$ cat src/sv/i2cm_pkg.sv
// ---------------------------------------------------------------------------
// i2cm_pkg
// Types and constants shared by the I2C master byte engine files.
// ---------------------------------------------------------------------------
`default_nettype none

package i2cm_pkg;

  // bus phases of the byte sequencer
  typedef enum logic [4:0] {
    ST_IDLE,
    ST_SA,     // start: both lines high
    ST_SB,     // start: SDA falls
    ST_SC,     // start: SCL falls
    ST_PA,     // stop: both low
    ST_PB,     // stop: SCL rises
    ST_PC,     // stop: SDA rises
    ST_WA,     // write: set data bit
    ST_WB,     // write: SCL high
    ST_WC,     // write: SCL low
    ST_KA,     // ack: release SDA
    ST_KB,     // ack: SCL high
    ST_KPOLL,  // ack: poll SDA
    ST_KC,     // ack: SCL low
    ST_RA,     // read: SCL low, SDA released
    ST_RB,     // read: SCL high, sample on last tick
    ST_NA,     // read: drive ACK/NACK
    ST_NB      // read: SCL high for ACK/NACK
  } step_t;

  localparam logic [2:0] CMD_START = 3'd1;
  localparam logic [2:0] CMD_STOP  = 3'd2;
  localparam logic [2:0] CMD_WRITE = 3'd3;
  localparam logic [2:0] CMD_READ  = 3'd4;

  localparam logic REG_HALF_PERIOD = 1'b0;
  localparam logic REG_ACK_TIMEOUT = 1'b1;

  localparam logic [7:0]  HALF_PERIOD_RST = 8'd5;
  localparam logic [15:0] ACK_TIMEOUT_RST = 16'd250;

  localparam int IN_DATA_W  = 16;
  localparam int OUT_DATA_W = 16;
  localparam int CFG_DATA_W = 16;

endpackage

`default_nettype wire

$ cat src/sv/i2c_master_byte_engine.sv
// ---------------------------------------------------------------------------
// i2c_master_byte_engine
// I2C master sequencer for start, stop, byte write and byte read.
// ---------------------------------------------------------------------------
// Usage:
//   Each input beat is one timebase tick. It carries a command (only taken
//   while idle), the byte to send, the ACK choice for reads and the sampled
//   SDA level. Every input beat produces exactly one output beat with the
//   SCL/SDA line controls, busy/done flags, last received byte and status.
//   The result of a tick appears on out_* in the cycle after its input beat
//   is accepted. Throughput: one tick per cycle when not stalled; the
//   sequencer state and result register update together in a single pass.
//   Backpressure: an input beat is taken when no result is held or it is
//   taken in the same cycle; if the receiver stalls, in_tready drops and the
//   engine state freezes, so bus timing counts only accepted ticks.
//   Reset (rst_n low, synchronous): idle, SCL high, SDA driven high,
//   half_period 5, ack_timeout 250, no result pending.
//   Configuration writes (cfg_we) take effect at once; do them while idle.
//   A write that gets no ACK within ack_timeout polls sends a stop and
//   reports status 1.
// ---------------------------------------------------------------------------
`default_nettype none

module i2c_master_byte_engine
  import i2cm_pkg::*;
(
  input  wire logic                  clk,
  input  wire logic                  rst_n,
  input  wire logic                  in_tvalid,
  output logic                       in_tready,
  // cmd[2:0], tx_byte[10:3], send_ack[11], sda_in[12], zero[15:13]
  input  wire logic [IN_DATA_W-1:0]  in_tdata,
  output logic                       out_tvalid,
  input  wire logic                  out_tready,
  // scl_level[0], sda_drive[1], sda_level[2], busy_res[3], done_res[4],
  // rx_byte[12:5], status[13], zero[15:14]
  output logic [OUT_DATA_W-1:0]      out_tdata,
  input  wire logic                  cfg_we,
  input  wire logic [0:0]            cfg_addr,
  input  wire logic [CFG_DATA_W-1:0] cfg_wdata
);

  logic [7:0]  half_period_r;
  logic [15:0] ack_timeout_r;

  step_t       step_r, step_nxt;
  logic [7:0]  delay_r, delay_nxt;
  logic [2:0]  bit_r, bit_nxt;
  logic [7:0]  shift_r, shift_nxt;
  logic [15:0] wait_r, wait_nxt;
  logic        scl_r, scl_nxt;
  logic        drive_r, drive_nxt;
  logic        level_r, level_nxt;
  logic        ack_r, ack_nxt;
  logic        status_r, status_nxt;
  logic [7:0]  rx_r, rx_nxt;
  logic        done_nxt;
  logic        enter;     // a phase is entered this tick
  logic        scl_drop;  // end of read: release clock low

  logic        out_valid_r;
  logic [OUT_DATA_W-1:0] out_data_r;

  logic [2:0]  cmd;
  logic [7:0]  tx_byte;
  logic        send_ack;
  logic        sda_in;
  logic [7:0]  reload;
  logic        accept;

  assign cmd      = in_tdata[2:0];
  assign tx_byte  = in_tdata[10:3];
  assign send_ack = in_tdata[11];
  assign sda_in   = in_tdata[12];
  assign reload   = (half_period_r == 8'd0) ? 8'd1 : half_period_r;

  assign in_tready  = !out_valid_r || out_tready;
  assign accept     = in_tvalid && in_tready;
  assign out_tvalid = out_valid_r;
  assign out_tdata  = out_data_r;

  // configuration
  always_ff @(posedge clk) begin
    if (!rst_n) begin
      half_period_r <= HALF_PERIOD_RST;
      ack_timeout_r <= ACK_TIMEOUT_RST;
    end else if (cfg_we) begin
      case (cfg_addr)
        REG_HALF_PERIOD: half_period_r <= cfg_wdata[7:0];
        REG_ACK_TIMEOUT: ack_timeout_r <= cfg_wdata[15:0];
        default: ;
      endcase
    end
  end

  // sequencing and datapath
  always_comb begin
    step_nxt   = step_r;
    delay_nxt  = delay_r;
    bit_nxt    = bit_r;
    shift_nxt  = shift_r;
    wait_nxt   = wait_r;
    ack_nxt    = ack_r;
    status_nxt = status_r;
    rx_nxt     = rx_r;
    done_nxt   = 1'b0;
    enter      = 1'b0;
    scl_drop   = 1'b0;

    if (step_r == ST_IDLE) begin
      if (cmd == CMD_START || cmd == CMD_STOP || cmd == CMD_WRITE || cmd == CMD_READ) begin
        status_nxt = 1'b0;
        bit_nxt    = 3'd0;
        enter      = 1'b1;
        case (cmd)
          CMD_START: step_nxt = ST_SA;
          CMD_STOP:  step_nxt = ST_PA;
          CMD_WRITE: begin
            shift_nxt = tx_byte;
            step_nxt  = ST_WA;
          end
          default: begin
            shift_nxt = 8'd0;
            ack_nxt   = send_ack;
            step_nxt  = ST_RA;
          end
        endcase
      end
    end else if (step_r == ST_KPOLL) begin
      if (!sda_in) begin
        step_nxt = ST_KC;
        enter    = 1'b1;
      end else if (wait_r >= ack_timeout_r) begin
        status_nxt = 1'b1;
        step_nxt   = ST_PA;
        enter      = 1'b1;
      end else begin
        wait_nxt = wait_r + 16'd1;
      end
    end else if (delay_r > 8'd1) begin
      delay_nxt = delay_r - 8'd1;
    end else begin
      enter = 1'b1;
      case (step_r)
        ST_SA: step_nxt = ST_SB;
        ST_SB: step_nxt = ST_SC;
        ST_PA: step_nxt = ST_PB;
        ST_PB: step_nxt = ST_PC;
        ST_WA: step_nxt = ST_WB;
        ST_WB: step_nxt = ST_WC;
        ST_WC: begin
          if (bit_r == 3'd7) begin
            step_nxt = ST_KA;
          end else begin
            bit_nxt   = bit_r + 3'd1;
            shift_nxt = {shift_r[6:0], 1'b0};
            step_nxt  = ST_WA;
          end
        end
        ST_KA: step_nxt = ST_KB;
        ST_KB: step_nxt = ST_KPOLL;
        ST_RA: step_nxt = ST_RB;
        ST_RB: begin
          shift_nxt = {shift_r[6:0], sda_in};
          if (bit_r == 3'd7) begin
            step_nxt = ST_NA;
          end else begin
            bit_nxt  = bit_r + 3'd1;
            step_nxt = ST_RA;
          end
        end
        ST_NA: step_nxt = ST_NB;
        ST_NB: begin
          scl_drop = 1'b1;
          rx_nxt   = shift_r;
          enter    = 1'b0;
          step_nxt = ST_IDLE;
          delay_nxt = 8'd0;
          done_nxt = 1'b1;
        end
        default: begin
          // last phase of start, stop and ack
          enter     = 1'b0;
          step_nxt  = ST_IDLE;
          delay_nxt = 8'd0;
          done_nxt  = 1'b1;
        end
      endcase
    end

    if (enter) begin
      delay_nxt = reload;
      if (step_nxt == ST_KPOLL) begin
        wait_nxt = 16'd0;
      end
    end
  end

  // line levels set on phase entry and when a read ends
  always_comb begin
    scl_nxt   = scl_r;
    drive_nxt = drive_r;
    level_nxt = level_r;
    if (scl_drop) begin
      scl_nxt = 1'b0;
    end
    if (enter) begin
      case (step_nxt)
        ST_SA: begin
          drive_nxt = 1'b1;
          level_nxt = 1'b1;
          scl_nxt   = 1'b1;
        end
        ST_SB: level_nxt = 1'b0;
        ST_SC: scl_nxt = 1'b0;
        ST_PA: begin
          drive_nxt = 1'b1;
          scl_nxt   = 1'b0;
          level_nxt = 1'b0;
        end
        ST_PB: scl_nxt = 1'b1;
        ST_PC: level_nxt = 1'b1;
        ST_WA: begin
          drive_nxt = 1'b1;
          scl_nxt   = 1'b0;
          level_nxt = shift_nxt[7];
        end
        ST_WB: scl_nxt = 1'b1;
        ST_WC: scl_nxt = 1'b0;
        ST_KA: drive_nxt = 1'b0;
        ST_KB: scl_nxt = 1'b1;
        ST_KC: scl_nxt = 1'b0;
        ST_RA: begin
          drive_nxt = 1'b0;
          scl_nxt   = 1'b0;
        end
        ST_RB: scl_nxt = 1'b1;
        ST_NA: begin
          scl_nxt   = 1'b0;
          drive_nxt = 1'b1;
          level_nxt = !ack_nxt;
        end
        ST_NB: scl_nxt = 1'b1;
        default: ;
      endcase
    end
  end

  always_ff @(posedge clk) begin
    if (!rst_n) begin
      step_r   <= ST_IDLE;
      delay_r  <= 8'd0;
      bit_r    <= 3'd0;
      shift_r  <= 8'd0;
      wait_r   <= 16'd0;
      scl_r    <= 1'b1;
      drive_r  <= 1'b1;
      level_r  <= 1'b1;
      ack_r    <= 1'b0;
      status_r <= 1'b0;
      rx_r     <= 8'd0;
    end else if (accept) begin
      step_r   <= step_nxt;
      delay_r  <= delay_nxt;
      bit_r    <= bit_nxt;
      shift_r  <= shift_nxt;
      wait_r   <= wait_nxt;
      scl_r    <= scl_nxt;
      drive_r  <= drive_nxt;
      level_r  <= level_nxt;
      ack_r    <= ack_nxt;
      status_r <= status_nxt;
      rx_r     <= rx_nxt;
    end
  end

  // result register
  always_ff @(posedge clk) begin
    if (!rst_n) begin
      out_valid_r <= 1'b0;
    end else if (accept) begin
      out_valid_r <= 1'b1;
    end else if (out_tready) begin
      out_valid_r <= 1'b0;
    end
  end

  always_ff @(posedge clk) begin
    if (accept) begin
      out_data_r <= {2'b00, status_nxt, rx_nxt, done_nxt, (step_nxt != ST_IDLE),
                     level_nxt, drive_nxt, scl_nxt};
    end
  end

endmodule

`default_nettype wire

$ cat config.mk
export PLATFORM = sky130hd
export DESIGN_NAME = i2c_master_byte_engine
export DESIGN_NICKNAME = d
export VERILOG_FILES = /design/src/sv/i2cm_pkg.sv /design/src/sv/i2c_master_byte_engine.sv
export SDC_FILE = /design/constraint.sdc
export NUM_CORES = 1
export LEC_CHECK = 0
export ABC_AREA = 1
export BUFFER_PORTS_ARGS = -buffer_cell sky130_fd_sc_hd__buf_4
export CAP_MARGIN = 25
export CORE_MARGIN = 4
export CORE_UTILIZATION = 54
export DETAILED_ROUTE_END_ITERATION = 7
export GPL_ROUTABILITY_DRIVEN = 0
export PLACE_DENSITY = 0.86
export SETUP_SLACK_MARGIN = 0.02
export SLEW_MARGIN = 20
export SYNTH_ARGS = -nofsm -noshare
export SYNTH_HDL_FRONTEND = slang
export SYNTH_SLANG_ARGS = --single-unit
$ cat constraint.sdc
create_clock -name clk -period 2.45 [get_ports clk]
set_input_delay 0.49 -clock clk [delete_from_list [all_inputs] [get_ports clk]]
set_output_delay 0.49 -clock clk [all_outputs]
set_load 0.01 [all_outputs]
Yosys cells after proc, flatten, opt, wreduce, memory -nomap -nowiden. Cells that the tools add are included.

Output and inout port bits: 18. Input bits: 38. Bits in registers: 92. Word-level logic and storage cells: 165.

$add $sub $neg: 3. Magnitude comparators: 2. Equality and inequality tests: 45. Bitwise logic cells: 1. Reductions and logical operators: 29. Muxes and demuxes: 68.

Operators by type and width (number): $mux 8 (15); $mux 16 (6); $eq 5x4->1 const B (15); $pmux 5 s12 (1); $eq 5x3->1 const B (7); $mux 5 (7); $pmux 8 s2 (2); $mux 1 (26); $eq 5x5->1 const B (4); $mux 3 (6); $add 16x1->16 const B (1); $ge 16x16->1 (1); $eq 5x2->1 const B (3); $ne 2x2->1 const B (6); $pmux 4 s3 (1); $reduce_or 12->1 (1); $eq 5x1->1 const B (2); $reduce_or 2->1 (5); $gt 8x1->1 const B (1); $logic_not 8->1 (1); $sub 8x1->8 const B (1); $reduce_and 7->1 (1); $reduce_or 7->1 (1); $eq 3x2->1 const B (2); 23 further kinds (32).

Logic depth before layout (Yosys ltp). Gate-level depths: netlist of run 1.

Word-level depth: 10. Depth in mapped cells: 22. Gate-level depth less buffers: 22.

Worst setup path before layout of run 1. OpenSTA, ideal clock, no wires.

Path kind: reg2reg. From: reg delay_r[0]. To: reg out_data_r[2], in the netlist out_tdata[2], data pin. Clock period less this slack: 2.278 ns. Arrival time: 2.028 ns. Library setup time: 0.249 ns. Data required time: 2.201 ns. Cell stages (with the launch flop): 20. Path slack: 0.172 ns. Path through: dfxtp_1 > inv_1 > ha_1 > nor2_1 > nor2_2 > nand2_4 > clkinv_2 > buf_4 > o21ai_2 > nand2_2 > nor2_4 > nand3_4 > nor2_1 > nor2_1 > nand2_1 > nand2_2 > nand2_1 > nand2_1 > nand2_1 > inv_1.

Longest elaborated chain between the ends: 8.

RTL lines: start, declared (RTL line i2c_master_byte_engine.sv:47) `logic [7:0] delay_r, delay_nxt;`; start signal, assigned (RTL line i2c_master_byte_engine.sv:264) `delay_r <= delay_nxt;`; $gt 8x1->1 (*) (RTL line i2c_master_byte_engine.sv:140) `end else if (delay_r > 8'd1) begin`; $mux 5 (RTL line i2c_master_byte_engine.sv:140); $mux 5 (RTL line i2c_master_byte_engine.sv:129) `end else if (step_r == ST_KPOLL) begin`; $mux 5 (RTL line i2c_master_byte_engine.sv:110) `if (step_r == ST_IDLE) begin`; $eq 5x3->1, or another cell as far along (RTL line i2c_master_byte_engine.sv:208) `case (step_nxt)`; $reduce_or 2->1 (no source line); $pmux 1 s4 (RTL line i2c_master_byte_engine.sv:208); $mux 1 (*) (RTL line i2c_master_byte_engine.sv:207) `if (enter) begin`; net level_nxt (RTL line i2c_master_byte_engine.sv:53) `logic level_r, level_nxt;`; end signal, assigned (RTL line i2c_master_byte_engine.sv:290) `out_data_r <= {2'b00, status_nxt, rx_nxt, done_nxt, (step_nxt != ST_IDLE),`; end, declared (RTL line i2c_master_byte_engine.sv:62) `logic [OUT_DATA_W-1:0] out_data_r;`.

Mark *: on every way through the listed nets, which the timed path passes. The rest lies on a longest branch. The select of a mux whose other input is x is not followed. A chain may end at the register's enable or synchronous reset.

Final worst setup path of run 1. Ends and elaborated chain as after synthesis.

==> reports/metrics.yaml, run 1 <==
status:
  status: "finished, violations left"
  violations: "negative setup slack"
die:
  die-height_um: 107
  die_x_um: 107
  die_area_um2: 11600
  rows: 36
  ios: 56
  core-area_um2: 9680
  start_util: 0.552
critical_path:
  arrival_ps: 2590
  cp_cell_sequence: "inv_1, ha_2, nor2_2, nor2_2, nand2_4, buf_8, a21oi_1, nand2_1, nand2_2, nand2_4, nand2_4, nor2_4, buf_4, nand2_1, nand2_1, nor2_2, nand2_2, nand2_1, inv_1"
  crit_buf_inv: 4
  slowest_stage: "dfxtp_2"
  critical_path.max_stage_delay_ps: 350
  path_delay_family: "simple AND/OR/NAND/NOR gates"
  crit_path_max_fanout: 7
  cp-end-kind: "flip-flop"
  worstPathRequired_ps: 2580
  cp-start-kind: "flip-flop"
  critPathKind: "reg2reg"
  crit_path_frequent_cell: "nand2_1"
hold_path:
  worstHoldPathType: "in2reg"
clock_network:
  cts.sinks: 92
  clockBufferDepth: 2
  cts-root-buf: "clkbuf_8"
  clk_latency_ps: 370
  cts_buffers: 9
  cts_hold_buf: 0
  cts_max_level: 3
  cts_tree: "built"
  clk_pin_slew_ps: 90
timing:
  relSlewSlack: 0.603
  period_minus_slack_ps: 2450
  maxSlewViolCount: 0
  max_freq_ghz: 0.408
  period_share: 1.00
  rsz0062_at_grt: "yes"
  setup_tns_ps: -3.71
  setup_viol: 1
  worst_pin_slew_ps: 590
  worst_slack_ps: -3.71
  hold_violations: 0
  fin_skew_ps: 10.9
finish:
  drive_above_1_share: 0.301
  layout.area.seq_um2: 2010
  diodes: 0
  finalInstanceArea_um2: 6710
  multi_input_area_um2: 3130
  nFillCells: 673
  layout.nets: 870
  area_growth_pct: 25.5
logic_synthesis:
  synth_async_sr_flop_share: 0
  ys.flop_type: "dfxtp_1"
  synth_top_cell_by_area: "dfxtp_1"
  synth_top_area_frac: 0.292
  synth_most_common_cell: "nand2_1"
  synth_area_leaders: "dfxtp_1 29%, nand2_1 8.3%, edfxtp_1 7.9%"
  ys_warn_count: 0
  synth_area_um2: 5350
  syn_inst: 732
  yosysSeqAreaShare: 0.371
  yosysUniqueCellTypes: 51
  ys_ff_latch: 92
  syn_avg_cell_area_um2: 7.30
  synth_edf_count: 14
  synthTopCellsByCount: "118 x nand2_1, 108 x inv_1, 78 x dfxtp_1"
grt:
  antenna_found_initial: 0
  grt_max_degree: 35
  grt_util_all_layers: 0.233
  grt_pass1_wl_mm: 21.8
  grt_overflow: 0
  grt_pass1_vias: 4997
route:
  vias: 5422
  drcViolationCount: 0
  wl_per_cell_um: 15.9
  viasPerCell: 5.71
  drtIter0Drc: 531
  totalWireLength_mm: 15.1
  dr.pass1.iters: 8
  ant_nets: 0
placement:
  hpwl_mm: 9.60
  place_area_um2: 5960
  place_ws_ps: -19.1
  io_buffers: 50
power_and_ir_drop:
  vdd_drop_max_v: 0.000377
  power_density_nw_per_um2: 631
  power.leakage_nw: 3.13
flow_run:
  drv_cap: 0
## path summary, 6_finish.rpt
check / slack (ps) / end / cells after the start / startpoint
hold / removal: 350 / ack_timeout_r[7]$_SDFFE_PN1P_ / 3 / cfg_wdata[7]
setup reg to reg: -4 / out_tdata[2]$_DFFE_PP_ / 19 / delay_r[0]$_SDFFE_PN0P_
hold reg to reg: 470 / half_period_r[0]$_SDFFE_PN1P_ / 2 / half_period_r[0]$_SDFFE_PN1P_
setup / recovery: -4 / out_tdata[2]$_DFFE_PP_ / 19 / delay_r[0]$_SDFFE_PN0P_
## flip-flops by register name, indices dropped and copies added, names as in the netlist
name	cells
drive_r	1
delay_r	8
status_r	1
half_period_r	8
ack_timeout_r	16
wait_r	16
scl_r	1
bit_r	3
shift_r	8
out_tdata	14
step_r	5
level_r	1
out_tvalid	1
rx_r	8
ack_r	1
## cells in the final DEF, fill, tap and decap left out, drive strengths merged, types with 16 or more instances in the layout
cell type,count
nand2,130
inv,124
buf,91
nor2,89
dfxtp,78
o21ai,65
a21oi,54
nand3,48
ha,21
o211ai,16
## what timing repair did
action / CTS / global route
endpoints found under the setup margin: 13 / 33
resized for setup: 7 / 106
pin swaps: 1 / 39
cloned: 0 / 1
buffers inserted: 1 / 14
## routing by layer
metal	vias to the layer above	wire, um	GRT usage
li1	2564	-	-
met1	2485	5830	0.266
met2	298	7440	0.412
met3	75	1100	0.0516
met4	0	706	0.106
met5	-	0	0
## worst reg2reg max path: cells and delay by family (launching register included)
kind                       cells  cell delay, ps
DFF                            1             350
AOI/OAI and AO/OA              1             130
buffers and inverters          4             420
adders and majority gates      1             200
and+or+nand+nor               13            1130
## area by class of cell
class | instances | area share
Tap cell | 133 | 0.0248
Inverter | 126 | 0.0723
Clock inverter | 5 | 0.00764
Sequential cell | 92 | 0.300
Multi-Input combinational cell | 491 | 0.467
Clock buffer | 11 | 0.0211
Timing Repair Buffer | 91 | 0.108
## where the power goes
group	total, mW	internal, mW	switching [mW]
registers	1.75	1.67	0.0841
clock network	1.04	0.494	0.546
logic	1.44	0.554	0.887
total	4.23	2.72	1.52
## logic make-up (layout without fill, tap and decap cells)
logic type / count (synthesis) / count (layout) / synth area share
compound gates: 157 / 157 / 0.170
xor+xnor: 8 / 8 / 0.0131
fa+ha+maj: 21 / 21 / 0.0492
buf+inv: 150 / 233 / 0.114
flops: 92 / 92 / 0.371
mux: 2 / 2 / 0.00375
other cells: 1 / 2 / 0.000702
simple gates: 301 / 301 / 0.278
## through the flow
step	hold WS (ps)	total power, mW	util	std cells
after floorplan	424	2.60	-	733
after global placement	442	2.88	0.615	917
after detailed placement	445	2.93	0.615	917
after CTS	343	3.97	0.638	934
after global routing	348	4.42	0.693	949
final	353	4.23	0.693	949
No activity file was read; power rests on OpenSTA's default activity.
==> inputs of run 2 (changes only) <==
--- a/config.mk
+++ b/config.mk
@@ -12,6 +12,7 @@
 export CORE_UTILIZATION = 54
 export DETAILED_ROUTE_END_ITERATION = 7
 export GPL_ROUTABILITY_DRIVEN = 0
+export GPL_TIMING_DRIVEN = 0
 export PLACE_DENSITY = 0.86
 export SETUP_SLACK_MARGIN = 0.02
 export SLEW_MARGIN = 20
==> run 2 against run 1 <==
  * The run still ends with negative setup slack left
  * Sequential cell count stayed put
  * Worst setup slack worse by 17 ps
  * Combinational power is 6% lower
  * Sequential share of layout area is 0.22 points higher
==> reports/metrics.yaml, run 2 (synthesized netlist as in run 1, its figures left out) <==
status:
  status: "finished, violations left"
  violations: "negative setup slack"
grt:
  grt_pass1_wl_mm: 21.5
  grt_overflow: 0
  grt_util_all_layers: 0.231
  grt_max_degree: 24
  grt_pass1_vias: 4694
  antenna_found_initial: 0
die:
  die_area_um2: 11600
  ios: 56
  die-height_um: 107
  die_x_um: 107
  start_util: 0.552
  rows: 36
  core-area_um2: 9680
flow_run:
  drv_cap: 0
route:
  viasPerCell: 5.57
  totalWireLength_mm: 14.8
  drcViolationCount: 0
  dr.pass1.iters: 8
  wl_per_cell_um: 15.6
  drtIter0Drc: 625
  ant_nets: 0
  vias: 5276
finish:
  diodes: 0
  layout.nets: 868
  multi_input_area_um2: 3140
  nFillCells: 693
  fin_util: 0.690
  finalNonFillerCells: 947
  finalInstanceArea_um2: 6680
  layout.area.seq_um2: 2020
  area_growth_pct: 25.0
  final_cell_mix: "98 x inv_1, 98 x nand2_1, 68 x buf_4"
  drive_above_1_share: 0.291
timing:
  setup_viol: 1
  period_minus_slack_ps: 2470
  hold_violations: 0
  rsz0062_at_grt: "yes"
  fin_skew_ps: 7.24
  worst_pin_slew_ps: 637
  period_share: 1.01
  setup_tns_ps: -20.6
  worst_slack_ps: -20.6
  hold_slack_ps: 349
  max_freq_ghz: 0.405
  maxSlewViolCount: 0
  relSlewSlack: 0.575
clock_network:
  clk_latency_ps: 370
  cts_buffers: 9
  cts_tree: "built"
  clockBufferDepth: 2
  clk_pin_slew_ps: 90
  cts_hold_buf: 0
  cts_max_level: 3
  cts.sinks: 92
  cts-root-buf: "clkbuf_8"
power_and_ir_drop:
  power.leakage_nw: 3.08
  totalPowerFinal_mw: 4.36
  power_density_nw_per_um2: 652
  vdd_drop_max_v: 0.000322
placement:
  place_inst: 916
  place_area_um2: 5890
  place_ws_ps: -114
  hpwl_mm: 9.47
  io_buffers: 50
critical_path:
  worstPathRequired_ps: 2590
  critical_path.max_stage_delay_ps: 340
  critPathKind: "reg2reg"
  crit_path_frequent_cell: "nand2_2"
  crit_path_max_fanout: 4
  cp-startpoint: "ack_timeout_r[5]$_SDFFE_PN1P_"
  arrival_ps: 2610
  cp-start-kind: "flip-flop"
  rr_worst_depth: 20
  slowest_stage: "dfxtp_2"
  cp_cell_sequence: "inv_2, ha_4, nand2_2, nor2_2, and2_4, nor2_4, nand2_2, nand2_2, nand2_4, nand2_4, nand2_4, nand4_1, nor2_2, nor2_2, nand2_1, nand2_2, nand2_2, nand2_2, nand2_2, inv_1"
  cp-end-kind: "flip-flop"
  r2r_start: "ack_timeout_r[5]$_SDFFE_PN1P_"
hold_path:
  hold_path_depth: 3
  min_from: "cfg_wdata[1]"
  worstHoldPathType: "in2reg"
run 2: cell types whose count changed in the layout (fill, tap and decap cells not counted), sizes merged:
cell    delta
bufinv     +2
clkbuf    +12
inv        +1
buf       -16
clkinv     -1
run 2: final cells by class:
| cell class | count | area share |
|---|---|---|
| flip-flops and latches | 92 | 0.302 |
| clock buffers | 9 | 0.0185 |
| well taps | 133 | 0.0249 |
| multi-input cells | 491 | 0.469 |
| repair buffers | 65 | 0.0736 |
| inverters | 126 | 0.0726 |
| plain buffers | 24 | 0.0208 |
| clock inverters | 7 | 0.0185 |
run 2: repair_timing:
item,4_1_cts,5_1_grt
gates cloned,0,0
pin swaps,2,27
setup buffers,2,13
endpoints found under the setup margin,26,35
gates resized for setup,17,99
run 2: report_power, final:
group	switching [mW]	internal, mW	total (mW)
combinational	0.856	0.501	1.36
sequential	0.0716	1.66	1.73
clock	0.582	0.687	1.27
run 2: layer usage:
layer  vias up  global-route usage  wire [um]
met1      2405               0.296       5790
met2       249               0.381       7250
li1       2567                   -          -
met3        55              0.0360       1130
met4         0               0.106        608
met5         -                   0          0
run 2: final timing paths:
| path | end | slack (ps) |
|---|---|---|
| max reg2reg | out_tdata[2]$_DFFE_PP_ | -20 |
| min | half_period_r[1]$_SDFFE_PN0P_ | 350 |
| max | out_tdata[2]$_DFFE_PP_ | -20 |
| min reg2reg | ack_timeout_r[10]$_SDFFE_PN0P_ | 470 |
run 2: critical path, delay by kind of cell (launching register included):
family | cells | cell delay, ps
buf+inv | 2 | 90
fa+ha+maj | 1 | 270
flops | 1 | 340
simple gates | 17 | 1540
